[config.mk]
export PLATFORM = sky130hd
export DESIGN_NAME = note_stack_priority
export DESIGN_NICKNAME = d
export VERILOG_FILES = /design/src/rtl/nsp_pkg.sv /design/src/rtl/nsp_cell.sv /design/src/rtl/note_stack_priority.sv
export VERILOG_INCLUDE_DIRS = /design/src /design/src/rtl
export SDC_FILE = /design/constraint.sdc
export NUM_CORES = 1
export LEC_CHECK = 0
export ABC_CLOCK_PERIOD_IN_PS = 7900
export BUFFER_PORTS_ARGS = -buffer_cell sky130_fd_sc_hd__buf_2
export CORE_ASPECT_RATIO = 1.4
export CORE_MARGIN = 2
export CORE_UTILIZATION = 45
export DETAILED_ROUTE_END_ITERATION = 7
export PLACE_DENSITY = 0.68
export SLEW_MARGIN = 20
export SYNTH_ARGS = -nofsm -noshare
export SYNTH_HDL_FRONTEND = slang
export SYNTH_HIERARCHICAL = 1
export SYNTH_SLANG_ARGS = --single-unit
export TNS_END_PERCENT = 1
[constraint.sdc]
create_clock -name i_clk -period 7.9 [get_ports i_clk]
set_input_delay 1.185 -clock i_clk [delete_from_list [all_inputs] [get_ports i_clk]]
set_output_delay 1.185 -clock i_clk [all_outputs]
set_load 0.01 [all_outputs]
[src/rtl/note_stack_priority_macros.svh]
// Assertion macros shared by the note stack RTL.
`ifndef NOTE_STACK_PRIORITY_MACROS_SVH
`define NOTE_STACK_PRIORITY_MACROS_SVH

// Same-cycle implication, checked outside reset.
`define NSP_ASSERT_NOW(lbl, ante, cons, msg) \
    lbl: assert property (@(posedge i_clk) disable iff (!i_rst_n) (ante) |-> (cons)) \
        else $error(msg);

// Next-cycle implication, checked outside reset.
`define NSP_ASSERT_NEXT(lbl, ante, cons, msg) \
    lbl: assert property (@(posedge i_clk) disable iff (!i_rst_n) (ante) |=> (cons)) \
        else $error(msg);

`endif

[src/rtl/nsp_pkg.sv]
// Types and constants for the note stack and its cells.
`timescale 1ns / 1ps
`default_nettype none

package nsp_pkg;

    // Stored entry: note in the low bits, released mark, tag on top.
    typedef struct packed {
        logic [7:0] tag;
        logic       rel;
        logic [6:0] note;
    } t_entry;

    typedef enum logic [2:0] {
        MODE_TOP         = 3'd0,
        MODE_BOTTOM      = 3'd1,
        MODE_TOP_HOLD    = 3'd2,
        MODE_BOTTOM_HOLD = 3'd3,
        MODE_SORTED      = 3'd4,
        MODE_SORTED_HOLD = 3'd5
    } t_mode;

    localparam logic [1:0] CMD_PUSH    = 2'd0;
    localparam logic [1:0] CMD_RELEASE = 2'd1;
    localparam logic [1:0] CMD_CLEAR   = 2'd2;

    localparam logic [1:0] STAT_NONE = 2'd0;
    localparam logic [1:0] STAT_DONE = 2'd1;
    localparam logic [1:0] STAT_ALL  = 2'd2;

    localparam logic [1:0] CFG_MODE = 2'd0;
    localparam logic [1:0] CFG_SIZE = 2'd1;

    localparam logic [2:0] MODE_RESET = 3'd0;
    localparam logic [4:0] SIZE_RESET = 5'd16;

    typedef enum logic [3:0] {
        CO_IDLE,
        CO_CLEAR,
        CO_SEARCH_EQ,
        CO_SEARCH_GT,
        CO_REMOVE,
        CO_MARK,
        CO_WRITE_HIT,
        CO_INSERT_TOP,
        CO_INSERT_HIT,
        CO_WRITE_AT
    } t_cell_op;

    typedef struct packed {
        t_cell_op op;
        t_entry   entry;
    } t_cell_cmd;

    typedef enum logic [2:0] {
        S_IDLE,
        S_SRCH1,
        S_OP1,
        S_SRCH2,
        S_OP2,
        S_DONE
    } t_state;

endpackage

`default_nettype wire

[src/rtl/nsp_cell.sv]
// One stack position: holds an entry, a search hit flag, and moves data with its neighbours.
`timescale 1ns / 1ps
`default_nettype none

module nsp_cell #(
    parameter int CELL_INDEX = 0,
    parameter int DEPTH      = 16
) (
    input  wire                                 i_clk,
    input  wire                                 i_rst_n,
    input  nsp_pkg::t_cell_cmd                  i_cmd,
    input  wire [$clog2(DEPTH+1)-1:0]           i_count,
    input  wire [((DEPTH > 1) ? $clog2(DEPTH) : 1)-1:0] i_pos,
    input  nsp_pkg::t_entry                     i_left,
    input  nsp_pkg::t_entry                     i_right,
    input  wire                                 i_pre,
    output logic                                o_pre,
    input  wire                                 i_aft,
    output logic                                o_aft,
    input  wire                                 i_unr,
    output logic                                o_unr,
    output nsp_pkg::t_entry                     o_entry
);
    import nsp_pkg::*;

    localparam int CW = $clog2(DEPTH + 1);
    localparam int IW = (DEPTH > 1) ? $clog2(DEPTH) : 1;
    localparam logic [CW-1:0] K  = CW'(CELL_INDEX);
    localparam logic [IW-1:0] KI = IW'(CELL_INDEX);

    t_entry r_entry, n_entry;
    logic   r_hit, n_hit;
    logic   w_valid, w_cond;

    always_comb begin
        w_valid = (K < i_count);
        case (i_cmd.op)
            CO_SEARCH_EQ: w_cond = w_valid && (r_entry.note == i_cmd.entry.note);
            CO_SEARCH_GT: w_cond = w_valid && (r_entry.note > i_cmd.entry.note);
            default:      w_cond = 1'b0;
        endcase
        o_pre = i_pre | w_cond;
        o_aft = i_aft | r_hit;
        o_unr = i_unr | (w_valid && !r_entry.rel);
    end

    always_comb begin
        n_entry = r_entry;
        n_hit   = r_hit;
        case (i_cmd.op)
            CO_CLEAR: n_entry = '0;
            CO_SEARCH_EQ, CO_SEARCH_GT: n_hit = w_cond && !i_pre;
            CO_REMOVE: begin
                // close the gap: take from the right, last live entry drops to zero
                if ((i_aft || r_hit) && w_valid) begin
                    if (K == i_count - CW'(1)) n_entry = '0;
                    else                       n_entry = i_right;
                end
            end
            CO_MARK:      if (r_hit) n_entry.rel = 1'b1;
            CO_WRITE_HIT: if (r_hit) n_entry = i_cmd.entry;
            CO_INSERT_TOP: begin
                if (CELL_INDEX == 0) n_entry = i_cmd.entry;
                else if (w_valid)    n_entry = i_left;
            end
            CO_INSERT_HIT: begin
                if (r_hit)                 n_entry = i_cmd.entry;
                else if (i_aft && w_valid) n_entry = i_left;
            end
            CO_WRITE_AT: if (KI == i_pos) n_entry = i_cmd.entry;
            default: ;
        endcase
    end

    always_ff @(posedge i_clk) begin
        if (!i_rst_n) begin
            r_entry <= '0;
            r_hit   <= 1'b0;
        end else begin
            r_entry <= n_entry;
            r_hit   <= n_hit;
        end
    end

    assign o_entry = r_entry;

endmodule

`default_nettype wire

[src/rtl/note_stack_priority.sv]
// Top level of the note priority stack: sequencer, configuration and the row of cells.
`timescale 1ns / 1ps
`default_nettype none
`include "note_stack_priority_macros.svh"

// A command is taken when start is high and busy is low. Busy then stays high until the
// result has been shown: o_strobe is high for exactly one cycle, with status, fill count
// and the entry at position zero, and the receiver must take it in that cycle. Each
// position of the stack is a cell that searches, shifts and writes in step with its
// neighbours. Clear and unused commands go straight to the result. A release
// searches, then removes or marks the note; a hold mode that finds it searches again
// for the status. A push searches, removes a match and inserts; sorted modes search
// for the place first, and a hold mode that finds the note rewrites it. Configuration
// writes are always ready and must only be made while busy is low.
module note_stack_priority #(
    parameter int STACK_DEPTH = 16
) (
    input  wire                                 i_clk,
    input  wire                                 i_rst_n,
    input  wire                                 start,
    output logic                                busy,
    input  wire  [1:0]                          i_command,
    input  wire  [6:0]                          i_note,
    input  wire  [7:0]                          i_tag,
    input  wire                                 i_cfg_valid,
    output logic                                o_cfg_ready,
    input  wire  [1:0]                          i_cfg_index,
    input  wire  [4:0]                          i_cfg_data,
    output logic                                o_strobe,
    output logic [1:0]                          o_status,
    output logic [$clog2(STACK_DEPTH+1)-1:0]    o_fill_count,
    output logic [6:0]                          o_first_note,
    output logic [7:0]                          o_first_tag,
    output logic                                o_first_released
);
    import nsp_pkg::*;

    localparam int CW = $clog2(STACK_DEPTH + 1);
    localparam int IW = (STACK_DEPTH > 1) ? $clog2(STACK_DEPTH) : 1;

    t_state          r_state, n_state;
    logic [2:0]      r_mode;
    logic [4:0]      r_size_cfg;
    logic [1:0]      r_cmd;
    logic [6:0]      r_note;
    logic [7:0]      r_tag;
    t_mode           r_emode;
    logic [CW-1:0]   r_size;
    logic [CW-1:0]   r_count, n_count;
    logic [1:0]      r_status, n_status;
    logic            r_found;

    t_mode           w_emode;
    logic [CW-1:0]   w_size;
    logic [CW-1:0]   w_count_up;
    logic            w_hold, w_top, w_sorted;
    t_cell_cmd       w_cmd;
    logic [CW-1:0]   w_ccount;
    logic [IW-1:0]   w_pos;

    t_entry          w_entry [STACK_DEPTH];
    logic [STACK_DEPTH:0] w_pre, w_aft, w_unr;

    function automatic logic [IW-1:0] w_size_last(input logic [CW-1:0] s);
        logic [CW-1:0] t;
        t = s - CW'(1);
        return t[IW-1:0];
    endfunction

    // Clamp the size register and fold unused modes onto top mode.
    always_comb begin
        if (r_size_cfg == 5'd0)
            w_size = CW'(1);
        else if (32'(r_size_cfg) > 32'(STACK_DEPTH))
            w_size = CW'(STACK_DEPTH);
        else
            w_size = CW'(r_size_cfg);
        if (r_mode > MODE_SORTED_HOLD) w_emode = MODE_TOP;
        else                           w_emode = t_mode'(r_mode);
    end

    always_comb begin
        w_hold     = r_emode inside {MODE_TOP_HOLD, MODE_BOTTOM_HOLD, MODE_SORTED_HOLD};
        w_top      = r_emode inside {MODE_TOP, MODE_TOP_HOLD};
        w_sorted   = r_emode inside {MODE_SORTED, MODE_SORTED_HOLD};
        w_count_up = (r_count < r_size) ? r_count + CW'(1) : r_count;
        w_pos      = (r_count < r_size) ? r_count[IW-1:0] : w_size_last(r_size);
    end

    // Next state.
    always_comb begin
        n_state = r_state;
        case (r_state)
            S_IDLE: begin
                if (start) begin
                    if (i_command == CMD_PUSH || i_command == CMD_RELEASE) n_state = S_SRCH1;
                    else                                                   n_state = S_DONE;
                end
            end
            S_SRCH1: n_state = S_OP1;
            S_OP1: begin
                if (r_cmd == CMD_RELEASE)
                    n_state = (r_found && w_hold) ? S_SRCH2 : S_DONE;
                else if (r_found && w_hold)
                    n_state = S_DONE;
                else if (w_sorted)
                    n_state = S_SRCH2;
                else
                    n_state = S_OP2;
            end
            S_SRCH2: n_state = (r_cmd == CMD_RELEASE) ? S_DONE : S_OP2;
            S_OP2:   n_state = S_DONE;
            S_DONE:  n_state = S_IDLE;
            default: n_state = S_IDLE;
        endcase
    end

    // Cell commands, count and status.
    always_comb begin
        w_cmd.op    = CO_IDLE;
        w_cmd.entry = '{tag: r_tag, rel: 1'b0, note: r_note};
        w_ccount    = r_count;
        n_count     = r_count;
        n_status    = r_status;
        case (r_state)
            S_IDLE: begin
                if (start) begin
                    n_status = STAT_NONE;
                    if (i_command == CMD_CLEAR) begin
                        w_cmd.op = CO_CLEAR;
                        n_count  = '0;
                    end else if (r_count > w_size) begin
                        // drop entries above a lowered size
                        n_count = w_size;
                    end
                end
            end
            S_SRCH1: w_cmd.op = CO_SEARCH_EQ;
            S_OP1: begin
                if (r_found) begin
                    if (w_hold) begin
                        w_cmd.op = (r_cmd == CMD_RELEASE) ? CO_MARK : CO_WRITE_HIT;
                    end else begin
                        w_cmd.op = CO_REMOVE;
                        n_count  = r_count - CW'(1);
                        if (r_cmd == CMD_RELEASE) n_status = STAT_DONE;
                    end
                end
            end
            S_SRCH2: begin
                w_cmd.op = CO_SEARCH_GT;
                if (r_cmd == CMD_RELEASE)
                    n_status = w_unr[STACK_DEPTH] ? STAT_DONE : STAT_ALL;
            end
            S_OP2: begin
                n_count  = w_count_up;
                w_ccount = w_count_up;
                if (w_top)                  w_cmd.op = CO_INSERT_TOP;
                else if (w_sorted && r_found) w_cmd.op = CO_INSERT_HIT;
                else                        w_cmd.op = CO_WRITE_AT;
            end
            default: ;
        endcase
    end

    // Handshake outputs.
    always_comb begin
        busy             = (r_state != S_IDLE);
        o_strobe         = (r_state == S_DONE);
        o_cfg_ready      = 1'b1;
        o_status         = r_status;
        o_fill_count     = r_count;
        o_first_note     = w_entry[0].note;
        o_first_tag      = w_entry[0].tag;
        o_first_released = w_entry[0].rel;
    end

    always_ff @(posedge i_clk) begin
        if (!i_rst_n) begin
            r_state    <= S_IDLE;
            r_mode     <= MODE_RESET;
            r_size_cfg <= SIZE_RESET;
            r_count    <= '0;
            r_status   <= STAT_NONE;
            r_found    <= 1'b0;
        end else begin
            r_state  <= n_state;
            r_count  <= n_count;
            r_status <= n_status;
            if (r_state == S_SRCH1 || r_state == S_SRCH2) r_found <= w_pre[STACK_DEPTH];
            if (i_cfg_valid && o_cfg_ready) begin
                if (i_cfg_index == CFG_MODE)      r_mode     <= i_cfg_data[2:0];
                else if (i_cfg_index == CFG_SIZE) r_size_cfg <= i_cfg_data;
            end
        end
    end

    // Hold the command fields for the whole transaction.
    always_ff @(posedge i_clk) begin
        if (r_state == S_IDLE && start) begin
            r_cmd   <= i_command;
            r_note  <= i_note;
            r_tag   <= i_tag;
            r_emode <= w_emode;
            r_size  <= w_size;
        end
    end

    assign w_pre[0] = 1'b0;
    assign w_aft[0] = 1'b0;
    assign w_unr[0] = 1'b0;

    for (genvar k = 0; k < STACK_DEPTH; k++) begin : g_cell
        t_entry w_left, w_right;
        if (k == 0) begin : g_first
            assign w_left = '0;
        end else begin : g_mid_l
            assign w_left = w_entry[k-1];
        end
        if (k == STACK_DEPTH - 1) begin : g_last
            assign w_right = '0;
        end else begin : g_mid_r
            assign w_right = w_entry[k+1];
        end
        nsp_cell #(
            .CELL_INDEX (k),
            .DEPTH      (STACK_DEPTH)
        ) u_cell (
            .i_clk   (i_clk),
            .i_rst_n (i_rst_n),
            .i_cmd   (w_cmd),
            .i_count (w_ccount),
            .i_pos   (w_pos),
            .i_left  (w_left),
            .i_right (w_right),
            .i_pre   (w_pre[k]),
            .o_pre   (w_pre[k+1]),
            .i_aft   (w_aft[k]),
            .o_aft   (w_aft[k+1]),
            .i_unr   (w_unr[k]),
            .o_unr   (w_unr[k+1]),
            .o_entry (w_entry[k])
        );
    end

    `NSP_ASSERT_NOW(a_fill_in_size, o_strobe, r_count <= r_size, "fill count above size")
    `NSP_ASSERT_NEXT(a_strobe_single, o_strobe, !o_strobe, "result strobe longer than a cycle")
    `NSP_ASSERT_NEXT(a_remove_shrinks,
        r_state == S_OP1 && r_cmd == CMD_RELEASE && !w_hold && r_found,
        r_count == $past(r_count) - CW'(1), "removal did not shrink the stack")
    `NSP_ASSERT_NOW(a_empty_reads_zero, o_strobe && o_fill_count == '0,
        o_first_note == 7'd0 && o_first_tag == 8'd0 && !o_first_released,
        "empty stack shows an entry")

endmodule

`default_nettype wire

* Word level (Yosys, flattened, before mapping)
Index checks and enable logic that the tools add are counted.
** Cells by class
- $add $sub $neg :: 4
- $lt $le $gt $ge :: 36
- Equal/unequal tests :: 167
- Muxes and demuxes :: 222
- Bitwise operators :: 45
- Reduce and logical (&&, ||, !) cells :: 201
** Operators by type and width (number)
- $mux 16 :: 108
- $pmux 8 s6 :: 15
- $pmux 7 s6 :: 15
- $ne 2x1->1 const B :: 79
- $eq 7x7->1 :: 16
- $gt 7x7->1 :: 16
- $pmux 1 s7 :: 15
- $reduce_and 7->1 :: 15
- $logic_and 1x1->1 :: 97
- $reduce_and 6->1 :: 16
- $mux 5 :: 9
- $ne 3x1->1 const B :: 15
- $or 1x1->1 :: 44
- $lt 4x5->1 const A :: 8
- $pmux 8 s5 :: 1
- $eq 4x5->1 const A :: 7
- $pmux 7 s5 :: 1
- $eq 4x4->1 const A :: 8
- $pmux 1 s2 :: 16
- $logic_not 1->1 :: 31
- $mux 3 :: 7
- $eq 3x5->1 const A :: 4
- $lt 3x5->1 const A :: 4
- $mux 1 :: 20
- other kinds (48) :: 108
** Storage, ports and cells
- Register bits :: 316
- Bits of input ports :: 28
- Output and inout bits :: 26
- Word-level logic and storage cells :: 750

* Logic depth before layout (Yosys ltp)
- Depth after elaboration :: 24
- Mapped depth :: 31

* Modules after synthesis
The synthesis kept the hierarchy.
** By module, submodules not included
- note_stack_priority :: times used 1, cells each 261, area each 2498.6 µm², seq. area each 1131.1 µm²
- nsp_cell at g_cell[5].u_cell :: times used 1, cells each 150, area each 1440.1 µm², seq. area each 340.3 µm²
- nsp_cell at g_cell[8].u_cell :: times used 1, cells each 165, area each 1427.6 µm², seq. area each 340.3 µm²
- nsp_cell at g_cell[9].u_cell :: times used 1, cells each 131, area each 1410.1 µm², seq. area each 340.3 µm²
- nsp_cell at g_cell[2].u_cell :: times used 1, cells each 159, area each 1398.8 µm², seq. area each 340.3 µm²
- nsp_cell at g_cell[7].u_cell :: times used 1, cells each 172, area each 1367.6 µm², seq. area each 340.3 µm²
- nsp_cell at g_cell[15].u_cell :: times used 1, cells each 148, area each 1303.8 µm², seq. area each 340.3 µm²
- nsp_cell at g_cell[14].u_cell :: times used 1, cells each 130, area each 1277.5 µm², seq. area each 340.3 µm²
- nsp_cell at g_cell[3].u_cell :: times used 1, cells each 123, area each 1270.0 µm², seq. area each 340.3 µm²
- nsp_cell at g_cell[6].u_cell :: times used 1, cells each 134, area each 1263.7 µm², seq. area each 340.3 µm²
- nsp_cell at g_cell[0].u_cell :: times used 1, cells each 131, area each 1246.2 µm², seq. area each 340.3 µm²
- nsp_cell at g_cell[12].u_cell :: times used 1, cells each 136, area each 1242.4 µm², seq. area each 340.3 µm²
- nsp_cell at g_cell[10].u_cell :: times used 1, cells each 133, area each 1241.2 µm², seq. area each 340.3 µm²
- nsp_cell at g_cell[1].u_cell :: times used 1, cells each 135, area each 1241.2 µm², seq. area each 340.3 µm²
- +3 rows

* Worst setup path before layout
No wires, ideal clock.
- Path type :: register to register
- From :: register r_state[1]
- To :: register r_found
- Setup time :: 65 ps
- Arrival :: 7888 ps
- Data required time :: 7835 ps
- Setup slack :: -53 ps
- Cell stages (with the launch flop) :: 29
- Buffers on the path :: 1
- Period minus slack after synthesis :: 7953 ps
- Cells stage by stage :: dfxtp_1 -> clkbuf_1 -> nor3b_2 -> nand2_1 -> a21o_1 -> o21ai_0 -> inv_1 -> nor3_1 -> nor2b_1 -> o211ai_1 -> nand2b_1 -> nand2b_1 -> nand2b_1 -> nand2b_1 -> o21bai_1 -> nand2b_1 -> o21bai_1 -> nand2b_1 -> nand2b_1 -> nand2b_1 -> nand2b_1 -> inv_1 -> o21ai_0 -> nand2b_1 -> nand2b_1 -> o21bai_1 -> nand2b_1 -> mux2i_1 -> nor2_1
** RTL lines
- start: declaration :: RTL line note_stack_priority.sv:41 : t_state r_state, n_state;
- start signal: assignment :: RTL line note_stack_priority.sv:187 : r_state <= n_state;
- end signal: assignment :: RTL line note_stack_priority.sv:190 : if (r_state == S_SRCH1 || r_state == S_SRCH2) r_found <= w_pre[STACK_DEPTH];
- end: declaration :: RTL line note_stack_priority.sv:51 : logic r_found;

* Worst setup path in the final report
- From :: register g_cell[0].u_cell.r_hit
- To :: register g_cell[15].u_cell.r_entry, in the netlist g_cell[15].u_cell/o_entry[3]
** On the way
- Longest elaborated chain between the ends :: 18
** RTL lines
- start: declaration :: RTL line nsp_cell.sv:32 : logic r_hit, n_hit;
- start signal: assignment :: RTL line nsp_cell.sv:81 : r_hit <= n_hit;
- $or 1x1->1 (*) :: RTL line nsp_cell.sv:43 : o_aft = i_aft | r_hit;
- net w_aft[2] :: RTL line note_stack_priority.sv:62 : logic [STACK_DEPTH:0] w_pre, w_aft, w_unr;
- $or 1x1->1 (*) :: RTL line nsp_cell.sv:43
- net w_aft[3] :: RTL line note_stack_priority.sv:62
- $or 1x1->1 (*) :: RTL line nsp_cell.sv:43
- net w_aft[4] :: RTL line note_stack_priority.sv:62
- $or 1x1->1 (*) :: RTL line nsp_cell.sv:43
- net w_aft[5] :: RTL line note_stack_priority.sv:62
- [... 1 more ...]
- net w_aft[6] :: RTL line note_stack_priority.sv:62
- [... 1 more ...]
- net w_aft[7] :: RTL line note_stack_priority.sv:62
- [... 1 more ...]
- net w_aft[8] :: RTL line note_stack_priority.sv:62
- [... 1 more ...]
- net w_aft[9] :: RTL line note_stack_priority.sv:62
- [... 1 more ...]
- net w_aft[10] :: RTL line note_stack_priority.sv:62
- [... 1 more ...]
- net w_aft[11] :: RTL line note_stack_priority.sv:62
- [... 1 more ...]
- net w_aft[12] :: RTL line note_stack_priority.sv:62
- [... 1 more ...]
- net w_aft[13] :: RTL line note_stack_priority.sv:62
- $or 1x1->1 (*) :: RTL line nsp_cell.sv:43
- net w_aft[14] :: RTL line note_stack_priority.sv:62
- $or 1x1->1 (*) :: RTL line nsp_cell.sv:43
- net w_aft[15] :: RTL line note_stack_priority.sv:62
- $logic_or 1x1->1 :: RTL line nsp_cell.sv:55 : if ((i_aft || r_hit) && w_valid) begin
- $logic_and 1x1->1 :: RTL line nsp_cell.sv:55
- $ne 2x1->1 (no source line)
- $reduce_and 6->1 (no source line) (*)
- end signal: assignment :: RTL line nsp_cell.sv:80 : r_entry <= n_entry;
- end: declaration :: RTL line nsp_cell.sv:31 : t_entry r_entry, n_entry;
Mark *: on every way through the listed nets, which the timed path passes. The rest lies on a longest branch.
A chain may end at the register's enable or synchronous reset.

==> impl_metrics.env <==
export IMPL_rsz0062_at_grt="false"
export IMPL_final_cells=3197
export IMPL_dr_first_iter_drc_count=2695
export IMPL_end_kind="flip-flop"
export IMPL_synth_area_um2=23200
export IMPL_cp_required_ns=8.29
export IMPL_die_w_um=196
export IMPL_violations="DRC"
export IMPL_wire_per_inst_um=22.8
export IMPL_cts_buffer_depth=3
export IMPL_cts_setup_buffers=0
export IMPL_maxSlewHeadroom_pct=22.8
export IMPL_syn_inst=2488
export IMPL_grt_use_met3_pct=3.12
export IMPL_startpoint="g_cell[0].u_cell/r_hit$_SDFFE_PN0P_"
export IMPL_final_hold_viol_count=0
export IMPL_n_fill_cell=4769
export IMPL_period_share_pct=83.9
export IMPL_holdCritStartpoint="o_status[0]$_SDFFE_PN0P_"
export IMPL_critPathArrivalTime_ns=7.01
export IMPL_setup_viol=0
export IMPL_busiest_layer="met2"
export IMPL_finalSetupTns_ns=0
export IMPL_crit_fanout=15
export IMPL_drv_slew=0
export IMPL_synth_area_per_cell_um2=9.34
export IMPL_drive_gt1_share_pct=14.5
export IMPL_routabilityCongestion=0.885
export IMPL_status="finished, violations left"
export IMPL_start_kind="flip-flop"
export IMPL_yosys_warnings=6
export IMPL_grt_max_degree=161
export IMPL_cts_root_buf="clkbuf_16"
export IMPL_drc=15
export IMPL_io_buffer_count=52
export IMPL_crit_type="flip-flop to flip-flop"
export IMPL_cts_num_sinks=316
export IMPL_reg2reg_from="g_cell[0].u_cell/r_hit$_SDFFE_PN0P_"
export IMPL_fp_coreArea_um2=51000
export IMPL_grt_pass1_vias=21900
export IMPL_grt_ovfl_total=0
export IMPL_antenna_found_initial=0
export IMPL_pwr_density_cell_nw_per_um2=260
export IMPL_clk_latency_ns=0.56
export IMPL_dp_cells=3133
export IMPL_dieArea_um2=53500
export IMPL_num_rows=98
export IMPL_holdCritPathClass="flip-flop to flip-flop"
export IMPL_clock_fmax_mhz=151
export IMPL_vias=21700
export IMPL_tightest_slew_ns=1.16
export IMPL_grt_pass1_wl_um=118000
export IMPL_finalPower_uw=6530
export IMPL_ant_nets=0
export IMPL_use_met1_pct=29.1
export IMPL_num_nets_final=2672
export IMPL_leakage_uw=0.00896
export IMPL_ios=54
export IMPL_post_cts_resized=0
export IMPL_timing_reg2reg_setup_slack_ns=1.28
export IMPL_dp_hpwl_um=53500
export IMPL_dr_pass1_iters=8
export IMPL_start_util_pct=45.5
export IMPL_clk_pin_slew_ns=0.06
export IMPL_cts_tree="done"
export IMPL_wl_um=73000
export IMPL_vdd_drop_max_uv=197
export IMPL_syn_to_final_growth_pct=8.30
export IMPL_cts_buffers_inserted=35
export IMPL_grt_util_all_layers_pct=26.6
export IMPL_holdWs_ns=0.468
export IMPL_cts_hold_buffers=0
export IMPL_max_cap_viol_count=0
export IMPL_vias_per_cell=6.79
export IMPL_fin_skew_ns=0.0266
export IMPL_die_h_um=273
export IMPL_min_period_ns=6.62
export IMPL_htreeDepth=2
export IMPL_use_met2_pct=49.7
## metrics by stage
| stage | worst slack (ns) | util [%] | cell area [um2] |
|---|---|---|---|
| after global placement | 1.42 | 46.9 | 23900 |
| final | 1.28 | 49.3 | 25200 |
| after CTS | 1.32 | 49.1 | 25100 |
| after floorplan | 1.50 | - | 23400 |
| after detailed placement | 1.35 | 46.9 | 23900 |
| after global routing | 0.904 | 49.3 | 25200 |
## final timing paths
check,end,cells past startpoint
setup reg to reg,g_cell[15].u_cell/o_entry[3]$_SDFFE_PN0P_,20
hold / removal,o_status[0]$_SDFFE_PN0P_,2
setup / recovery,g_cell[15].u_cell/o_entry[3]$_SDFFE_PN0P_,20
hold reg to reg,o_status[0]$_SDFFE_PN0P_,2
## state kept, by name, indices dropped and copies added, names as in the netlist
name,flops
r_found,1
r_note,7
r_mode,3
r_state,3
o_fill_count,5
r_size,5
o_status,2
r_cmd,2
r_size_cfg,5
r_emode,3
r_tag,8
g_cell.u_cell/r_hit,16
g_cell.u_cell/o_entry,256
## area by class of cell
class	count	area, um2	area share, %
tap	650	813	3.23
timing repair buffer	94	603	2.40
antenna	1	2.50	0.00995
clock inverter	15	165	0.657
sequential	316	6580	26.1
inverter	195	732	2.91
multi-input combinational	1878	15300	60.7
clock buffer	48	995	3.95
## critical path: stages, from the launching register on
cell      delay (ns)
dfxtp_1         0.40
or2_2           0.34
or2_2           0.31
or2_2           0.29
or2_2           0.31
or2_2           0.32
or2_2           0.31
or2_2           0.32
or2_2           0.32
or2_2           0.31
or2_2           0.28
inv_1           0.09
nand2_1         0.10
or2_2           0.32
or2_2           0.31
or2_2           0.28
or2_2           0.31
a211o_1         0.31
a221oi_2        0.39
or4b_1          0.67
o22ai_1         0.19
## where the power goes
group	switching, uW	internal, uW	total [uW]	leakage, uW
sequential	221	1760	1980	0.00259
combinational	1900	974	2880	0.00580
clock	721	956	1680	0.000570
total	2850	3690	6530	0.00896
## layer usage
layer  vias up  share of wire [%]
li1      10000                  -
met1     10600                 37
met2       845                 52
met3       245                5.4
met4         0                5.2
met5         -                  0
## cells in the final DEF (no fill, tap or decap), types with 60 or more instances in the layout
cell type	instances
a21oi_1	83
ha_1	124
dfxtp_1	291
o21ai_0	72
o2bb2ai_1	125
nor2b_1	60
inv_1	188
conb_1	60
nor2_1	88
a222oi_1	224
nand2_1	169
Power figures use the tool's default switching activity.
